===== src/rtl/bmc_pkg.sv =====
// ----------------------------------------------------------------------------
// bmc_pkg - shared types and constants for the button menu controller
// Menu states, command codes, the page navigation table and result layout.
// ----------------------------------------------------------------------------
package bmc_pkg;

    localparam int unsigned CfgWidth     = 8;
    localparam int unsigned InDataWidth  = 8;
    localparam int unsigned OutDataWidth = 24;
    localparam logic [7:0]  HoldLimitRst = 8'd60;
    localparam logic [1:0]  DebugLvlRst  = 2'd3;
    localparam logic [7:0]  HoldCntMax   = 8'd255;
    localparam logic [7:0]  TurnOnLeave  = 8'd255;
    localparam logic [7:0]  TurnOnRestore = 8'd254;

    typedef enum logic [1:0] {
        ST_IDLE  = 2'd0,
        ST_CHECK = 2'd1,
        ST_MENU  = 2'd2
    } t_state;

    typedef enum logic [2:0] {
        CMD_NONE    = 3'd0,
        CMD_SELECT  = 3'd1,
        CMD_CYCLE   = 3'd2,
        CMD_SAVE    = 3'd3,
        CMD_REBUILD = 3'd4
    } t_cmd;

    // settings pages
    localparam logic [2:0] PG_ROOT    = 3'd0;
    localparam logic [2:0] PG_IDLE    = 3'd1;
    localparam logic [2:0] PG_TURN_ON = 3'd2;
    localparam logic [2:0] PG_MODE_ON = 3'd3;
    localparam logic [2:0] PG_REBUILD = 3'd4;
    localparam logic [2:0] PG_DEBUG   = 3'd5;

    // idle behaviour codes
    localparam logic [1:0] IB_SELECT = 2'd0;
    localparam logic [1:0] IB_CYCLE  = 2'd1;

    // one result item, 22 bits, first field highest
    typedef struct packed {
        logic [2:0] menu_page;
        logic [1:0] menu_state;
        logic [1:0] debug_level;
        logic [7:0] turn_on_behaviour;
        logic [1:0] idle_behaviour;
        logic [1:0] command_arg;
        t_cmd       command;
    } t_result;

    // next page after a button on the given page
    function automatic logic [2:0] next_page(input logic [2:0] page, input logic [1:0] btn);
        logic [2:0] nxt;
        nxt = PG_ROOT;
        case (page)
            PG_ROOT: begin
                case (btn)
                    2'd0:    nxt = PG_IDLE;
                    2'd1:    nxt = PG_TURN_ON;
                    2'd2:    nxt = PG_REBUILD;
                    default: nxt = PG_DEBUG;
                endcase
            end
            PG_TURN_ON: begin
                case (btn)
                    2'd2:    nxt = PG_MODE_ON;
                    2'd3:    nxt = PG_TURN_ON;
                    default: nxt = PG_ROOT;
                endcase
            end
            default: nxt = PG_ROOT;
        endcase
        return nxt;
    endfunction

    // lowest pressed mode button, 0 when none
    function automatic logic [1:0] lowest_btn(input logic [3:0] bits);
        logic [1:0] idx;
        idx = 2'd0;
        if (bits[0])      idx = 2'd0;
        else if (bits[1]) idx = 2'd1;
        else if (bits[2]) idx = 2'd2;
        else if (bits[3]) idx = 2'd3;
        return idx;
    endfunction

endpackage


===== src/rtl/button_menu_controller.sv =====
// ----------------------------------------------------------------------------
// button_menu_controller - setup/mode button menu logic
// Turns debounced button samples into mode commands and settings changes.
// ----------------------------------------------------------------------------
// Output: a sample's result is written into the result buffer by the
//   transaction that accepts it and is then offered on the master side.
// Throughput: one sample per cycle; the two-entry result buffer keeps
//   s_tready high until two results wait unread.
// Reset (synchronous, active low): idle state, latch clear, debug level 3,
//   hold limit 60, result buffer empty.
// ----------------------------------------------------------------------------
module button_menu_controller (
    input  logic                              i_clk,
    input  logic                              i_rst_n,
    // config: hold_limit
    input  logic                              i_cfg_valid,
    output logic                              o_cfg_ready,
    input  logic [bmc_pkg::CfgWidth-1:0]      i_cfg_data,
    // tdata: [0] setup_pressed, [4:1] mode_buttons, [7:5] zero
    input  logic                              s_axis_tvalid,
    output logic                              s_axis_tready,
    input  logic [bmc_pkg::InDataWidth-1:0]   s_axis_tdata,
    // tdata: [2:0] command, [4:3] command_arg, [6:5] idle_behaviour_out,
    //   [14:7] turn_on_behaviour_out, [16:15] debug_level_out,
    //   [18:17] menu_state_out, [21:19] menu_page_out, [23:22] zero
    output logic                              m_axis_tvalid,
    input  logic                              m_axis_tready,
    output logic [bmc_pkg::OutDataWidth-1:0]  m_axis_tdata
);
    import bmc_pkg::*;

    logic    w_go;
    logic    w_ready;
    t_result w_result;
    t_result w_out;

    // config is always taken; the user must write it only while the block is idle; the block does not check
    assign o_cfg_ready   = 1'b1;
    assign s_axis_tready = w_ready;
    // a sample is processed in the cycle it is accepted
    assign w_go          = s_axis_tvalid && w_ready;

    bmc_core u_core (
        .i_clk      (i_clk),
        .i_rst_n    (i_rst_n),
        .i_cfg_we   (i_cfg_valid),
        .i_cfg_data (i_cfg_data),
        .i_go       (w_go),
        .i_setup    (s_axis_tdata[0]),
        .i_buttons  (s_axis_tdata[4:1]),
        .o_result   (w_result)
    );

    // result register stage, two deep; input waits only while both entries are full
    bmc_obuf u_obuf (
        .i_clk       (i_clk),
        .i_rst_n     (i_rst_n),
        .i_push      (w_go),
        .i_data      (w_result),
        .o_ready     (w_ready),
        .o_valid     (m_axis_tvalid),
        .i_pop_ready (m_axis_tready),
        .o_data      (w_out)
    );

    assign m_axis_tdata = {2'b00, w_out};

endmodule


===== src/rtl/bmc_core.sv =====
// ----------------------------------------------------------------------------
// bmc_core - menu state machine and settings registers
// Updates state for one accepted button sample per cycle and forms its result.
// ----------------------------------------------------------------------------
module bmc_core (
    input  logic                i_clk,
    input  logic                i_rst_n,
    input  logic                i_cfg_we,
    input  logic [7:0]          i_cfg_data,
    input  logic                i_go,
    input  logic                i_setup,
    input  logic [3:0]          i_buttons,
    output bmc_pkg::t_result    o_result
);
    import bmc_pkg::*;

    t_state     r_state,   n_state;
    logic       r_latched, n_latched;
    logic [7:0] r_hold,    n_hold;
    logic [2:0] r_page,    n_page;
    logic [1:0] r_idle,    n_idle;
    logic [7:0] r_turn_on, n_turn_on;
    logic [1:0] r_debug,   n_debug;
    logic [7:0] r_limit;
    t_cmd       n_cmd;
    logic [1:0] n_arg;
    logic       w_valid;
    logic [1:0] w_sel;
    logic [7:0] w_hold_inc;

    assign w_valid    = |i_buttons;
    assign w_sel      = lowest_btn(i_buttons);
    assign w_hold_inc = (r_hold == HoldCntMax) ? r_hold : r_hold + 8'd1;

    always_ff @(posedge i_clk) begin
        if (!i_rst_n) begin
            r_limit <= HoldLimitRst;
        end else if (i_cfg_we) begin
            r_limit <= i_cfg_data;
        end
    end

    always_comb begin
        n_state   = r_state;
        n_latched = r_latched;
        n_hold    = r_hold;
        n_page    = r_page;
        n_idle    = r_idle;
        n_turn_on = r_turn_on;
        n_debug   = r_debug;
        n_cmd     = CMD_NONE;
        n_arg     = 2'd0;
        if (r_latched) begin
            if (!i_setup && !w_valid) n_latched = 1'b0;
        end else begin
            case (r_state)
                ST_IDLE: begin
                    if (i_setup) begin
                        n_state = ST_CHECK;
                    end else if (w_valid) begin
                        if (r_idle == IB_SELECT) begin
                            n_cmd = CMD_SELECT;
                            n_arg = w_sel;
                        end else if (r_idle == IB_CYCLE) begin
                            n_cmd = CMD_CYCLE;
                            n_arg = w_sel;
                        end
                        n_latched = 1'b1;
                    end
                end
                ST_CHECK: begin
                    n_hold = w_hold_inc;
                    if (!i_setup) begin
                        // short press toggles select <-> cycle; other codes go to select
                        n_hold    = 8'd0;
                        n_state   = ST_IDLE;
                        n_idle    = (r_idle == IB_SELECT) ? IB_CYCLE : IB_SELECT;
                        n_latched = 1'b1;
                    end else if (w_hold_inc >= r_limit) begin
                        n_latched = 1'b1;
                        n_hold    = 8'd0;
                        if (w_valid) begin
                            n_cmd   = CMD_SAVE;
                            n_arg   = w_sel;
                            n_state = ST_IDLE;
                        end else begin
                            n_state = ST_MENU;
                        end
                    end
                end
                ST_MENU: begin
                    if (i_setup) begin
                        n_state   = ST_IDLE;
                        n_page    = PG_ROOT;
                        n_latched = 1'b1;
                    end else if (w_valid) begin
                        case (r_page)
                            PG_IDLE:    n_idle = w_sel;
                            PG_TURN_ON: begin
                                if (w_sel == 2'd0)      n_turn_on = TurnOnLeave;
                                else if (w_sel == 2'd1) n_turn_on = TurnOnRestore;
                            end
                            PG_MODE_ON: n_turn_on = {6'd0, w_sel};
                            PG_REBUILD: begin
                                n_cmd = CMD_REBUILD;
                                n_arg = w_sel;
                            end
                            PG_DEBUG:   n_debug = w_sel;
                            default:    ;
                        endcase
                        n_page    = next_page(r_page, w_sel);
                        n_latched = 1'b1;
                    end
                end
                default: n_state = ST_IDLE;
            endcase
        end
    end

    always_ff @(posedge i_clk) begin
        if (!i_rst_n) begin
            r_state   <= ST_IDLE;
            r_latched <= 1'b0;
            r_hold    <= 8'd0;
            r_page    <= PG_ROOT;
            r_idle    <= IB_SELECT;
            r_turn_on <= 8'd0;
            r_debug   <= DebugLvlRst;
        end else if (i_go) begin
            r_state   <= n_state;
            r_latched <= n_latched;
            r_hold    <= n_hold;
            r_page    <= n_page;
            r_idle    <= n_idle;
            r_turn_on <= n_turn_on;
            r_debug   <= n_debug;
        end
    end

    always_comb begin
        o_result.command           = n_cmd;
        o_result.command_arg       = n_arg;
        o_result.idle_behaviour    = n_idle;
        o_result.turn_on_behaviour = n_turn_on;
        o_result.debug_level       = n_debug;
        o_result.menu_state        = n_state;
        o_result.menu_page         = n_page;
    end

    // page only moves inside the menu
    a_page_root: assert property (@(posedge i_clk) disable iff (!i_rst_n)
        r_state != ST_MENU |-> r_page == PG_ROOT)
        else $error("page nonzero outside menu");

    // hold counter only runs during the long press check
    a_hold_clear: assert property (@(posedge i_clk) disable iff (!i_rst_n)
        r_state != ST_CHECK |-> r_hold == 8'd0)
        else $error("hold count not cleared");

    // any command arms the action latch
    a_cmd_latch: assert property (@(posedge i_clk) disable iff (!i_rst_n)
        i_go && n_cmd != CMD_NONE |=> r_latched)
        else $error("command without latch");

    // no command while latched
    a_latched_quiet: assert property (@(posedge i_clk) disable iff (!i_rst_n)
        r_latched |-> n_cmd == CMD_NONE)
        else $error("command while latched");

endmodule


===== src/rtl/bmc_obuf.sv =====
// ----------------------------------------------------------------------------
// bmc_obuf - two-entry result buffer
// Holds two finished results; input stalls only while both wait unread.
// ----------------------------------------------------------------------------
module bmc_obuf (
    input  logic                i_clk,
    input  logic                i_rst_n,
    input  logic                i_push,
    input  bmc_pkg::t_result    i_data,
    output logic                o_ready,
    output logic                o_valid,
    input  logic                i_pop_ready,
    output bmc_pkg::t_result    o_data
);
    import bmc_pkg::*;

    t_result    r_mem [2];
    logic       r_wr_ptr;
    logic       r_rd_ptr;
    logic [1:0] r_cnt;
    logic       w_pop;

    assign o_ready = (r_cnt != 2'd2);
    assign o_valid = (r_cnt != 2'd0);
    assign w_pop   = o_valid && i_pop_ready;
    assign o_data  = r_mem[r_rd_ptr];

    always_ff @(posedge i_clk) begin
        if (i_push) r_mem[r_wr_ptr] <= i_data;
    end

    always_ff @(posedge i_clk) begin
        if (!i_rst_n) begin
            r_wr_ptr <= 1'b0;
            r_rd_ptr <= 1'b0;
            r_cnt    <= 2'd0;
        end else begin
            if (i_push) r_wr_ptr <= ~r_wr_ptr;
            if (w_pop)  r_rd_ptr <= ~r_rd_ptr;
            case ({i_push, w_pop})
                2'b10:   r_cnt <= r_cnt + 2'd1;
                2'b01:   r_cnt <= r_cnt - 2'd1;
                default: r_cnt <= r_cnt;
            endcase
        end
    end

    a_cnt_range: assert property (@(posedge i_clk) disable iff (!i_rst_n)
        r_cnt != 2'd3)
        else $error("buffer count out of range");

    a_ptr_match: assert property (@(posedge i_clk) disable iff (!i_rst_n)
        (r_cnt == 2'd0 || r_cnt == 2'd2) |-> r_wr_ptr == r_rd_ptr)
        else $error("buffer pointers disagree with count");

    a_no_overflow: assert property (@(posedge i_clk) disable iff (!i_rst_n)
        i_push |-> r_cnt != 2'd2)
        else $error("push into full buffer");

endmodule


===== config.mk =====
export PLATFORM = sky130hd
export DESIGN_NAME = button_menu_controller
export DESIGN_NICKNAME = d
export VERILOG_FILES = /design/src/rtl/bmc_pkg.sv /design/src/rtl/button_menu_controller.sv /design/src/rtl/bmc_core.sv /design/src/rtl/bmc_obuf.sv
export SDC_FILE = /design/constraint.sdc
export NUM_CORES = 1
export LEC_CHECK = 0
export ABC_CLOCK_PERIOD_IN_PS = 3070
export BUFFER_PORTS_ARGS = -buffer_cell sky130_fd_sc_hd__buf_2
export CAP_MARGIN = 20
export CELL_PAD_IN_SITES_DETAIL_PLACEMENT = 1
export CELL_PAD_IN_SITES_GLOBAL_PLACEMENT = 1
export CORE_UTILIZATION = 42
export CTS_CLUSTER_DIAMETER = 120
export DETAILED_ROUTE_END_ITERATION = 16
export GPL_ROUTABILITY_DRIVEN = 1
export PLACE_DENSITY_LB_ADDON = 0.15
export SKIP_LAST_GASP = 1
export SYNTH_ARGS = -nofsm -noshare
export SYNTH_HDL_FRONTEND = slang
export SYNTH_SLANG_ARGS = --single-unit

===== constraint.sdc =====
create_clock -name i_clk -period 3.07 [get_ports i_clk]
set_input_delay 0.1535 -clock i_clk [delete_from_list [all_inputs] [get_ports i_clk]]
set_output_delay 0.1535 -clock i_clk [all_outputs]
set_load 0.005 [all_outputs]

Word-level counts from Yosys, hierarchy flattened
Memory sizes are Yosys's and may differ from the RTL's. A register that Yosys moved wholly into a read port is not among the register bits.
Index checks and enable logic that the tools add are counted.
Word-level totals
  RAM bits: 44
  bits of input ports: 21
  output and inout bits: 27
  register bits after elaboration: 38
  word-level logic and storage cells: 124
  memories kept: 1
Memory list
  u_obuf.r_mem: depth 2, bits a word 22, rd ports 1, clocked after memory_dff 1, write ports 1, RTL line bmc_obuf.sv:17  | t_result r_mem [2];
Operators by class
  reductions and logical operators: 13
  mux-type cells: 77
  order comparisons: 1
  equality and inequality tests: 15
  add/subtract/negate cells: 3
  bitwise operators: 3
Operators by type and width (number)
  8-bit two-way mux: 9
  2-bit two-way mux: 33
  3-bit two-way mux: 13
  3-bit case mux with 3 select lines: 2
  8-bit case mux with 2 select lines: 1
  1-bit two-way mux: 12
  2-bit case mux with 2 select lines: 3
  2-bit case mux with 3 select lines: 2
  8-bit by 1-bit adder with 8-bit output (second input constant): 1
  2-bit by 1-bit == test with 1-bit output (second input constant): 4
  2-bit == test (second input constant): 4
  8-bit == test (second input constant): 1
  8-bit greater-or-equal comparator: 1
  3-bit by 2-bit == test with 1-bit output (second input constant): 2
  3-bit == test (second input constant): 2
  2-bit zero test: 3
  3-bit case mux with 2 select lines: 1
  2-bit nonzero test: 2
  4-bit OR reduction: 1
  3-bit by 1-bit == test with 1-bit output (second input constant): 1
  1-bit logical AND: 3
  3-bit zero test: 1
  1-bit inverter: 3
  1-bit case mux with 3 select lines: 1
  5 further kinds: 6

Longest topological paths before layout
Gate-level depths: netlist of the first run.
  word-level depth: 12
  mapped depth: 13
  gate-level depth less buffers: 13

Hierarchy
Synthesis of the first run repeated with hierarchy kept, for this count alone.
Second synthesis, totals
  cells, all modules: 394
  area, all modules: 4266.6 um^2
Modules (own cells, without submodules)
  bmc_core: cells each 297, area an instance 2426.1 um^2, times used 1
  bmc_obuf: cells each 91, area an instance 1804.2 um^2, times used 1
  button_menu_controller: cells each 6, area an instance 36.3 um^2, times used 1

Worst setup path before layout of the first run
No wires, ideal clock.
  kind: register to register
  from: register u_core.r_hold[0]
  to: memory u_obuf.r_mem[0][18] (netlist name), data pin
  arrival: 2.828 ns
  cell stages (with the launch flop): 14
  buffers on the path: 0
  period minus slack after synthesis: 3.003 ns
  path slack: 0.067 ns
  data required time: 2.896 ns
  path through: dfxtp_1 > ha_1 > and3_1 > nand2_1 > nor2_1 > nand2_1 > nand2_1 > ha_1 > nor2b_1 > o211a_1 > o311ai_4 > and2b_2 > a31oi_1 > o31ai_2
Between the ends
  longest elaborated chain between the ends: 7
  elaborated cells on any way between the ends: 8
  those cells by class: 1 x add/sub; 1 x order compare; 1 x eq/ne; 5 x mux
Ends and longest elaborated chain
  start, declared: RTL line bmc_core.sv:19  | logic [7:0] r_hold, n_hold;
  start signal, assigned: RTL line bmc_core.sv:132  | r_hold <= n_hold;
  8-bit by 1-bit adder with 8-bit output / 8-bit == test (equally long branches): RTL line bmc_core.sv:33  | assign w_hold_inc = (r_hold == HoldCntMax) ? r_hold : r_hold + 8'd1;
  8-bit two-way mux (*): RTL line bmc_core.sv:33
  8-bit greater-or-equal comparator (*): RTL line bmc_core.sv:79  | end else if (w_hold_inc >= r_limit) begin
  2-bit two-way mux (*): RTL line bmc_core.sv:79
  2-bit two-way mux (*): RTL line bmc_core.sv:73  | if (!i_setup) begin
  2-bit case mux with 3 select lines (*): RTL line bmc_core.sv:56  | case (r_state)
  2-bit two-way mux (*): RTL line bmc_core.sv:53  | if (r_latched) begin
  net u_core.n_state[1]: RTL line bmc_core.sv:17  | t_state r_state, n_state;
  end, declared: RTL line bmc_obuf.sv:17
The timed path passes the listed nets; every way through them passes the cells marked *.

Worst setup path after layout of the first run
  from: register u_core.r_hold[0]
  to: memory u_obuf.r_mem[1][18] (netlist name), data pin
Same word-level chain as after synthesis.

==> results of run 1 <==
[cells in the final DEF, fill, tap and decap left out, types with 9 or more instances in the layout]
cell and instances:
sky130_fd_sc_hd__a21oi_1 12, sky130_fd_sc_hd__and2_1 9, sky130_fd_sc_hd__buf_2 41, sky130_fd_sc_hd__buf_4 16, sky130_fd_sc_hd__clkbuf_8 11, sky130_fd_sc_hd__dfxtp_1 35
sky130_fd_sc_hd__edfxtp_1 44, sky130_fd_sc_hd__ha_1 19, sky130_fd_sc_hd__inv_1 14, sky130_fd_sc_hd__mux2_2 24, sky130_fd_sc_hd__nand2_1 50, sky130_fd_sc_hd__nand3_1 12
sky130_fd_sc_hd__nor2_1 23, sky130_fd_sc_hd__nor2b_1 18, sky130_fd_sc_hd__o21ai_0 14
[flip-flops by register name, indices dropped and copies added (netlist names), named ones only]
register / flops
u_core.r_debug: 2
u_core.r_hold: 8
u_core.r_idle: 2
u_core.r_latched: 1
u_core.r_limit: 8
u_core.r_page: 3
u_core.r_state: 2
u_core.r_turn_on: 8
u_obuf.r_cnt: 2
u_obuf.r_mem: 44
u_obuf.r_rd_ptr: 1
u_obuf.r_wr_ptr: 1
[per-stage QoR]
step                      setup slack [ns]  total power, uW  cells
after floorplan                    0.06719             1825    422
after global placement             0.07894             2033    590
after detailed placement          -0.02446             2064    590
after CTS                          0.01975             3123    606
after global routing              -0.03391             3255    609
final                               0.1151             3084    609
[worst max-delay path by stage]
stage / endpoint / slack [ns]
2_1_floorplan: u_obuf.r_mem[0][18] / 0.07
3_3_place_gp: u_core.r_hold[4] / 0.08
3_5_place_dp: u_obuf.r_mem[1][18] / -0.02
4_1_cts: u_core.r_hold[4] / 0.02
5_1_grt: u_core.r_hold[2] / -0.03
6_report: u_obuf.r_mem[1][18] / 0.12
[routing by layer]
layer / GRT usage / vias to the layer above / share of wire
met5: 0 / - / 0
met4: 0.05850 / 0 / 0.010
met3: 0.03763 / 8 / 0.021
met2: 0.3647 / 34 / 0.53
met1: 0.2323 / 1625 / 0.44
li1: - / 1606 / -
[cells by family after synthesis]
| logic type | Yosys count | synth area share |
|---|---|---|
| AOI/OAI and AO/OA | 84 | 0.1395 |
| xor gates and xnor gates | 4 | 0.008120 |
| adders and majority gates | 20 | 0.05799 |
| buffers and inverters | 34 | 0.03363 |
| DFF | 83 | 0.4871 |
| muxes | 28 | 0.07191 |
| other | 2 | 0.001740 |
| and+or+nand+nor | 166 | 0.2001 |
[what timing repair did]
item | 4_1_cts | 5_1_grt
pin swaps | 1 | 10
buffers inserted | 0 | 3
gates cloned | 0 | 0
setup endpoints to repair | 5 | 22
gates resized for setup | 1 | 20
hold buffers | 0 | 0
[worst max-delay path, stage by stage (launching register included)]
cell and delay [ns]:
sky130_fd_sc_hd__dfxtp_4 0.38, sky130_fd_sc_hd__ha_4 0.16, sky130_fd_sc_hd__and3_4 0.18, sky130_fd_sc_hd__buf_4 0.14
sky130_fd_sc_hd__nand3_1 0.08, sky130_fd_sc_hd__nand3_1 0.08, sky130_fd_sc_hd__o21a_1 0.14, sky130_fd_sc_hd__ha_1 0.30
sky130_fd_sc_hd__and3_1 0.20, sky130_fd_sc_hd__a221o_1 0.35, sky130_fd_sc_hd__buf_4 0.15, sky130_fd_sc_hd__nand2b_4 0.15
sky130_fd_sc_hd__a32oi_1 0.26, sky130_fd_sc_hd__o31ai_2 0.12
[power breakdown]
part,switching [uW],leakage [uW],internal [uW]
Sequential,98.4,0.000735,1310
Clock,384,0.000137,668
Combinational,309,0.00118,320
[cell type report]
class                      count  area (um2)  area share
inverter                      15       56.30     0.01111
tap                          133       166.4     0.03284
clock inverter                 4       120.1     0.02370
sequential                    83        2112      0.4168
clock buffer                  12       155.1     0.03062
multi-input combinational    305        2132      0.4207
timing repair buffer          57       325.3     0.06420
==> run summary, run 1 <==
The residual antenna-violating net count after detailed routing is 0. Based on the critical path, the design can be clocked at up to 0.3384 GHz. After synthesis the cells add up to 4315 um2.

The maximum clock insertion buffer count came out at 2. The endpoint identified for the worst register-to-register timing path is u_obuf.r_mem[1][18]. The final net count came out at around 510. For this run, the leading register cell type out of synthesis is sky130_fd_sc_hd__edfxtp_1. Once layout is complete, the utilization of the core stands at 0.5137. The leading cell type by number of instances after synthesis is sky130_fd_sc_hd__nand2_1. On the final layout, the worst hold slack is 0.01732 ns. In this run the clock root is driven by a sky130_fd_sc_hd__clkbuf_8.

The setup TNS after final layout came out at 0 ns. The via total after detailed routing is 3273. The HPWL after detailed placement is ~7.0 mm. The number of enable-type register cells in the synthesized netlist is 44. The number of warnings issued by yosys is 0. The global placer's final weighted congestion is 0.8522. The flow ran to the end, and the final reports show no timing, DRC or antenna violations. The per-cell via count in the routed design came out at about 5.4.

The arrival time at the worst endpoint came out at between 3 and 4 ns. The initial core utilization is 0.4375. The share of synthesized area in the top cell type comes to 0.3062. From bottom edge to top edge, the die measures approximately 100 um. During I/O placement, the number of pins put on the boundary was 48. The post-synthesis sequential area ratio came out at 0.4871. The pin count of the biggest net entering global routing is 42. The layout cell share with drive strength beyond 1 is 0.2710. The worst reg-to-reg path cell count is 13. The worst hold path begins at i_cfg_data[2]. In the final routed layout, each cell accounts on average for 16.59 um. Summing all placed instances gives a cell area of between 4000 and 5000 um2. The worst setup path is of the flip-flop to flip-flop kind. TritonCTS built the clock tree. The global-route wire length before repair came out at between 15 and 20 mm.

The area growth from synthesis to final layout is 17.43%. The worst register-to-register path begins at u_core.r_hold[0]. The number of buffers created by CTS came out at 9. Between clock sinks in the finished design, the worst skew comes to approximately 0.0075 ns. The initial antenna violation count is 0. The flip-flop and latch count after synthesis is 83. Headroom to the max-slew limit came out at 0.3524. In this run, distinct cell masters in the synthesized netlist total 61. Setup slack on the worst reg-to-reg path comes out at between 0.1 and 0.15 ns.

The repair_antennas step left the layout with diodes totalling 0. The required time of the critical path is approximately 3.2 ns. The sink count of the clock tree is between 80 and 90. The worst setup path is captured at a flip-flop. The number of endpoints failing setup at the final stage is 0. The post-synthesis instance total is ~420.

The final wirelength came out at 10.10 mm. The transition time at the pin with the least slew margin came out at slightly below 1 ns. The floorplan step defined a core boundary enclosing around 10000 um2.

The static leakage power is 0.002051 uW. The register clock-pin slew on the reported worst setup and hold paths is 0.08 ns. The final design instance area without fill came out at between 5000 and 6000 um2.

The largest area contributor in the synthesized netlist is sky130_fd_sc_hd__edfxtp_1. The clock period minus final worst setup slack is slightly below 3 ns. Row generation in the floorplan step produced 36 rows.

The launching element of the worst setup path is u_core.r_hold[0]. The area enclosed by the die boundary came out at 10680 um2. Of the available clock period, the critical path in the final layout requires 0.9625. In the post-synthesis netlist, the biggest area contributors are sky130_fd_sc_hd__edfxtp_1 (31%), sky130_fd_sc_hd__dfxtp_1 (18%), sky130_fd_sc_hd__mux2_2 (6.3%).

The width of the die came out at 103.4 um. The synthesized area per cell is a little over 10 um2. The clock network latency to the later pin of the worst-skew pair came out at between 0.3 and 0.4 ns. The quantity of I/O buffers inserted on ports came out at around 40.

The violation count after the first detailed-routing iteration is around 120. The filler cells instantiated in the layout total 1128. The number of global-route vias before repair is 3276.

The worst hold path belongs to the class input port to flip-flop. The number of levels in the clock H-tree came out at 3. The fraction of registers with async set or reset after synthesis is 0.

The number of failing hold endpoints at the final stage is 0. Before antenna repair, the detailed router went through 4 iterations. By count the netlist is led by sky130_fd_sc_hd__nand2_1 (51), sky130_fd_sc_hd__edfxtp_1 (44), sky130_fd_sc_hd__dfxtp_1 (39). The kind of start point of the critical path is a flip-flop. The worst ir drop on vdd came out at around 0.00024 V.

The global router's overall resource usage came out at 0.1980. The number of max-cap violations came out at 0. The largest fanout on the critical path came out at 4. The number of cells on the worst hold path came out at 3.

The max-slew violation count is 0. The remaining global-route overflow is 0. The endpoint of the worst hold-timing path is u_core.r_limit[2]. The number of DRC violations after detailed routing came out at 0. In this run the power density over the cells is roughly 610 nW/um2.
No activity file was read; power rests on OpenSTA's default activity.
==> run 2, diff against run 1 <==
CORE_ASPECT_RATIO = 0.7   (was default)
MAX_ROUTING_LAYER = met4   (was default)
==> run 2 against run 1 <==
Setup slack lost 0.020 ns. Largest power group unchanged. Global-route usage is 2.4 points higher. Critical endpoint unchanged. Clock power is essentially flat. Wire length is 5.9% higher. Utilization increased by 0.70 points. Highest routed layer unchanged. Critical path type unchanged. Largest cell class unchanged.
==> run summary, run 2 (synthesized netlist as in run 1, its figures left out) <==
The per-cell via count in the routed design is 5.425. The largest incremental delay on the critical path came out at roughly 0.36 ns. The worst relative slew slack came out at 0.5216. The clock root buffer master is sky130_fd_sc_hd__clkbuf_16.

The pin count of the biggest net entering global routing is between 40 and 50. Dividing the final minimum period by the clock period gives 0.9690. The initial antenna violation count came out at 0.

The met1 track demand over resource came out at 0.2814. The final standard cell count with taps included and fillers excluded came out at 609. The clock network latency to the later pin of the worst-skew pair is roughly 0.34 ns. The first global-routing pass estimated 17.33 mm of wire.

The detailed router placed 3304 vias in this run. The setup check on the worst reg-to-reg path leaves a slack of ~0.095 ns. After floorplanning, the core was divided into 30 placement rows. The power per standard cell area came out at approximately 610 nW/um2. The area enclosed by the die boundary came out at 10690 um2.

The number of buffers created by CTS came out at 9. The path class of the tightest hold or removal check is input port to flip-flop. Summed over all layers, the global routing overflow is 0. STA classifies the critical path startpoint as a flip-flop.

The routing usage on met3 came out at 0.04803. The register with the most flip-flops in the final layout is u_obuf.r_mem. TritonCTS built the clock tree. For the final database, setup skew stands at 0.006042 ns. The required time of the critical path came out at 3.15 ns. Across every metal layer, demand over resource in global routing totals 0.2216. For the pin with the worst max-slew slack, the measured transition is between 0.7 and 0.8 ns.

The initial core utilization came out at 0.4388. The area growth from synthesis to final layout is 18.67%. The quantity of I/O buffers inserted on ports came out at around 40. The residual antenna-violating net count after detailed routing came out at 0. The flow ran to the end, and the final reports show no timing, DRC or antenna violations. The worst ir drop on vdd came out at between 0.0003 and 0.0004 V.

The register clock-pin slew on the reported worst setup and hold paths came out at 0.06 ns. The die is between 100 and 150 um wide. The arrival time at the worst endpoint came out at between 3 and 4 ns. For this run, the post-layout net count is 517. The max-slew violation count was 0.

The cell family contributing the most delay on the critical path is compound AO/OA/AOI/OAI gates. The number of iterations in the first detailed-routing pass is 4. Routability-driven placement finished with a final weighted congestion of roughly 0.82. The layout cell share with drive strength beyond 1 is 0.2703. STA classifies the critical path endpoint as a flip-flop.

The routed wirelength normalized by instance count is roughly 18 um. Adding up every negative setup slack in the final design gives 0 ns. The worst setup path is of the flip-flop to flip-flop kind. The violation count after the first detailed-routing iteration came out at roughly 160. The register with the most flip-flops in the layout has 44 of them. In this run the most used layer during global routing was met2. CTS saw 83 sinks.

The number of levels in the clock H-tree came out at 3. The HPWL after detailed placement came out at between 7 and 8 mm. The core area is a little under 10000 um2. The antenna diode count is 0.

The worst path buffer plus inverter count is 2. Timing would allow up to 0.3362 GHz. Of all nets on the critical path, the largest fanout is 5. The slowest stage of the critical path is the sky130_fd_sc_hd__dfxtp_4 cell. The critical path goes through ha_4, and3_4, nand2_2, buf_4, o21bai_4, or2_2, nand2_1, ha_1, o211a_1, o311ai_4, buf_4, nand2b_4, a32oi_2, o31ai_2. The number of hold buffers added after CTS was 0.

The number of failing hold endpoints at the final stage came out at 0. The met2 global-route usage is 0.3525. In this run the deepest clock path goes through 2 buffers. By instance count, the cell type seen most on the critical path is sky130_fd_sc_hd__buf_4. Including well taps, the total number of placed cells is 590. The clock period minus final worst setup slack came out at 2.975 ns. The number of max-cap violations is 0. Summed over all cells, the static leakage comes to ~0.0021 uW.

Once layout is complete, the utilization of the core stands at 0.5207. In the layout the commonest cells are sky130_fd_sc_hd__nand2_1 (50), sky130_fd_sc_hd__edfxtp_1 (44), sky130_fd_sc_hd__buf_2 (41), sky130_fd_sc_hd__dfxtp_1 (37), sky130_fd_sc_hd__nor2_1 (26). The number of DRC violations after detailed routing came out at 0. Hold is met by approximately 0.031 ns. Pin placement for this block handled 48 I/O pins. The floorplan step set the die height to approximately 87 um. The number of global-route vias before repair is between 3k and 4k. The number of endpoints failing setup at the final stage came out at 0. Leaving out fill and tap cells, the most frequent cell in the layout is sky130_fd_sc_hd__nand2_1. Power comes to slightly above 3000 uW. The final layout contains routed wiring with a total length of ~11 mm.
run 2: changes by cell type in the layout (fill, tap and decap cells not counted), moves of 3 or more:
| cell | delta |
|---|---|
| sky130_fd_sc_hd__clkbuf_8 | -10 |
| sky130_fd_sc_hd__bufinv_16 | -4 |
| sky130_fd_sc_hd__clkbuf_16 | +9 |
| sky130_fd_sc_hd__nor2_1 | +3 |
| sky130_fd_sc_hd__buf_4 | +4 |
| sky130_fd_sc_hd__nor2_2 | -4 |
run 2: path summary, 6_finish.rpt:
kind | startpoint | endpoint | cells past startpoint
hold / removal | i_cfg_data[3] | u_core.r_limit[3] | 3
setup / recovery | u_core.r_hold[0] | u_obuf.r_mem[1][18] | 14
setup reg to reg | u_core.r_hold[0] | u_obuf.r_mem[1][18] | 14
hold reg to reg | u_core.r_turn_on[4] | u_core.r_turn_on[4] | 2
run 2: power breakdown:
group          switching, uW  total, uW  internal (uW)  leakage (uW)
clock network            450       1020            573      0.000136
registers               61.5       1370           1310      0.000734
logic                    371        706            335       0.00120
total                    883       3100           2220       0.00207
run 2: what timing repair did:
item / CTS / global route
resized for setup: 4 / 13
setup buffers: 2 / 1
pin swaps: 6 / 7
setup endpoints to repair: 7 / 21
run 2: layout make-up:
class / instances / area, um2
fillers: 1095 / 4713
multi-input cells: 305 / 2143
flip-flops and latches: 83 / 2107
repair buffers: 62 / 375.4
clock buffers: 11 / 242.7
well taps: 128 / 160.2
inverters: 15 / 56.30
clock inverters: 5 / 36.28
run 2: per-stage QoR:
stage	cell area (um2)	worst slack, ns
after CTS	5056	0.01083
after detailed placement	4746	-0.05201
final	5121	0.09532
after global placement	4746	0.04321
after floorplan	4319	0.06719
after global routing	5121	-0.01437
run 2: worst min-delay path, cell delays in order:
cell	delay, ns
sky130_fd_sc_hd__buf_2	0.08
sky130_fd_sc_hd__nand2_1	0.04
sky130_fd_sc_hd__o211ai_1	0.07
run 2: routing by layer:
| layer | wire length, um | up-vias |
|---|---|---|
| met5 | 0 | - |
| met4 | 123 | 0 |
| met3 | 454 | 13 |
| met2 | 4982 | 62 |
| met1 | 5143 | 1601 |
| li1 | - | 1628 |
==> run 3, diff against run 2 <==
SYNTH_HIERARCHICAL = 1   (was default)
==> run 3 against run 2 <==
Sequential power about the same. Flip-flop and latch count unchanged. First-iteration DRC count decreased by 15%. Total power increased by 1.7%. Critical path depth decreased by 1. Largest cell class is now flip-flops and latches. Critical endpoint is now u_core/r_latched. Setup slack got worse by 0.049 ns. Critical path type unchanged. Utilization increased by 0.16 points. Fmax decreased by 1.6%. Sequential share of layout area about the same. Clock skew decreased by 0.0020 ns. Hold slack improved by 0.0057 ns.
==> run summary, run 3 <==
The flow ran to the end, and the final reports show no timing, DRC or antenna violations. The arrival time at the worst endpoint came out at about 3.3 ns. The register with the most flip-flops in the layout has 44 of them. The quantity of I/O buffers inserted on ports came out at around 40. The via total after detailed routing came out at roughly 3.2k. The post-synthesis sequential area ratio came out at 0.4927. The remaining global-route overflow is 0. The die is around 86 um tall. Once layout is complete, the cells apart from fillers number just under 600. The number of iterations in the first detailed-routing pass is 4. The area enclosed by the die boundary is about 11000 um2. Yosys attributes the largest share of cell area to sky130_fd_sc_hd__edfxtp_1 (31%), sky130_fd_sc_hd__dfxtp_1 (18%), sky130_fd_sc_hd__ha_1 (5.9%). The most prevalent standard cell on the critical path is sky130_fd_sc_hd__and3_4. The fraction of synthesized cell area taken by the top area cell type is 0.3097. The number of failing hold endpoints at the final stage came out at 0. The most common library cell in the layout ignoring fill and taps is sky130_fd_sc_hd__edfxtp_1. The register clock-pin slew on the reported worst setup and hold paths came out at about 0.06 ns. The core area came out at 9797 um2. The CTS tree is yes. The number of DRC violations after detailed routing is 0. The pin count of the biggest net entering global routing came out at 42. The residual antenna-violating net count after detailed routing came out at 0. In this run, synthesis produced a sequential element count of slightly above 80. Row generation in the floorplan step produced 30 rows. The area growth from synthesis to final layout came out at 19.94%. The per-cell via count in the routed design is approximately 5.5. The largest incremental delay on the critical path is between 0.4 and 0.5 ns. The clock arrives with between 0.004 and 0.005 ns of skew. The synthesized area per cell is roughly 11 um2. The setup TNS after final layout came out at 0 ns.

The library cells used most frequently in the layout, excluding fill and tap cells, are sky130_fd_sc_hd__edfxtp_1 (44), sky130_fd_sc_hd__buf_2 (41), sky130_fd_sc_hd__dfxtp_1 (37), sky130_fd_sc_hd__buf_4 (24), sky130_fd_sc_hd__nor2_1 (23). The worst setup path is launched from a flip-flop. In this run the worst hold path is classified as input port to flip-flop. More flip-flops sit in one register than any other, and that register is u_obuf/r_mem. Among all flip-flop cells after synthesis, the most frequent one is sky130_fd_sc_hd__edfxtp_1. In the final routed layout, each cell accounts on average for approximately 18 um. CTS placed an instance of sky130_fd_sc_hd__clkbuf_16 at the clock tree root. The final wirelength came out at 10.81 mm. The global placer's final weighted congestion came out at approximately 0.79. The netlist area before placement came out at ~4300 um2. In this run, post-CTS hold repair placed 0 buffers. The worst relative slew slack came out at 0.5059.

The final net count came out at 493. In the post-synthesis netlist, the cell with the most instances is sky130_fd_sc_hd__edfxtp_1. The signal on the critical path passes through ha_4, and3_4, and2_4, buf_6, a21oi_2, a31oi_1, ha_1, and3_4, a221o_1, or2_4, nor2_4, o22ai_1, and3_1. Setup repair after global routing could not meet its margin everywhere.

The layout cell share with drive strength beyond 1 is 0.2954. The critical path's slowest cell is sky130_fd_sc_hd__a221o_1. The initial core utilization is 0.4355.

The maximum clock insertion buffer count is 2. The worst ir drop on vdd is slightly below 0.0003 V. The number of max-cap violations came out at 0. The clock period minus final worst setup slack came out at 3.024 ns. For this design the ratio of total power to cell area is just over 600 nW/um2.

The number of global-route vias before repair is 3359. The number of warnings issued by yosys is 6. The width of the die is around 120 um.

Once placement completed, the tool counted placed cells totaling 561. Clock tree synthesis inserted a total of 9 buffers. The unique cell type count in the Yosys netlist is 66. In the synthesized netlist, the number of instances is slightly below 400. The I/O pin count came out at 48. In this run, the number of DRC markers left after iteration 0 of detailed routing was about 130. The highest clock frequency the design can meet came out at 0.3307 GHz. In this run the number of H-tree levels came out at 3. The max-slew violation count came out at 0. Total power for the finished layout comes to ~3200 uW. Across every metal layer, demand over resource in global routing totals 0.2261.

In the synthesized netlist, the cells that appear most often are sky130_fd_sc_hd__edfxtp_1 (44), sky130_fd_sc_hd__dfxtp_1 (39), sky130_fd_sc_hd__nor2_1 (25). The fraction of registers with async set or reset after synthesis is 0. The global-route wire length before repair is between 15 and 20 mm. Summed over all instances, the cell type with the most area after synthesis is sky130_fd_sc_hd__edfxtp_1. The setup path with the least slack is of type flip-flop to flip-flop. Clock tree synthesis found a total of between 80 and 90 sinks. The analysis attributes to cell leakage a power of 0.002058 uW. The initial antenna violation count came out at 0. Of the available clock period, the critical path in the final layout requires 0.9851. For the worst setup path, the data required time is about 3.3 ns. The worst setup path is captured at a flip-flop. The largest fanout on the critical path is 5. The HPWL after detailed placement came out at between 7 and 8 mm.

The slack of the worst reg-to-reg path came out at 0.05 ns. The clock network latency to the later pin of the worst-skew pair came out at ~0.34 ns. The number of enable-type register cells in the synthesized netlist came out at 44. The repair_antennas step left the layout with diodes totalling 0.

The number of endpoints failing setup at the final stage is 0. The transition time at the pin with the least slew margin came out at 0.7411 ns.
==> run 3: repair_timing <==
action	4_1_cts	5_1_grt
setup buffers	3	4
gates resized for setup	9	20
pin swaps	5	10
cloned	1	0
setup endpoints to repair	22	23
==> run 3: area by class of cell <==
| class | instances | area (um2) |
|---|---|---|
| repair buffers | 66 | 396.6 |
| multi-input cells | 273 | 2098 |
| clock inverters | 5 | 53.80 |
| well taps | 128 | 160.2 |
| inverters | 19 | 71.32 |
| fillers | 1071 | 4679 |
| flip-flops and latches | 83 | 2105 |
| clock buffers | 11 | 232.7 |
==> run 3: final timing paths <==
check | from | endpoint | cells after the start
worst min register to register | u_core/r_turn_on[7] | u_core/r_turn_on[7] | 1
worst max-delay path | u_core/r_hold[1] | u_core/r_latched | 13
worst max register to register | u_core/r_hold[1] | u_core/r_latched | 13
worst min-delay path | i_cfg_data[4] | u_core/r_limit[4] | 3
==> run 3: worst max-delay path, delay by kind of cell, from the launching register on <==
| family | cells | cell delay (ns) |
|---|---|---|
| adders and majority gates | 2 | 0.43 |
| and+or+nand+nor | 6 | 1.21 |
| buffers and inverters | 1 | 0.11 |
| AOI/OAI and AO/OA | 4 | 0.80 |
| DFF | 1 | 0.35 |
==> run 3: per-stage QoR <==
step	hold slack [ns]	area (um2)	util	setup slack [ns]
after global routing	0.04760	5117	0.5224	-0.08031
final	0.03626	5117	0.5224	0.04586
after global placement	0.3709	4649	0.4746	-0.06655
after floorplan	0.2710	4277	-	0.005676
after detailed placement	0.3861	4649	0.4746	-0.2379
after CTS	0.03007	5010	0.5114	0.04981
==> run 3: power breakdown <==
group / leakage, uW / internal [uW] / switching [uW]
Sequential: 0.000727 / 1320 / 73.7
Clock: 0.000143 / 627 / 425
Combinational: 0.00119 / 317 / 389
Total: 0.00206 / 2270 / 888
==> run 3: cells by family after synthesis <==
family,after synthesis,share of synthesized area
AOI/OAI and AO/OA,99,0.1631
xor gates and xnor gates,4,0.008210
adders and majority gates,20,0.05865
buffers and inverters,40,0.04692
DFF,83,0.4927
muxes,30,0.07771
other,2,0.001760
and+or+nand+nor,116,0.1510
==> run 3: routing by layer <==
metal / routed length (um) / up-vias / share of wire / global-route usage
met1: 5190 / 1607 / 0.48 / 0.2929
li1: - / 1562 / - / -
met3: 432 / 12 / 0.040 / 0.05921
met2: 5075 / 44 / 0.47 / 0.3483
met4: 114 / 0 / 0.011 / 0.06541
met5: 0 / - / 0 / -
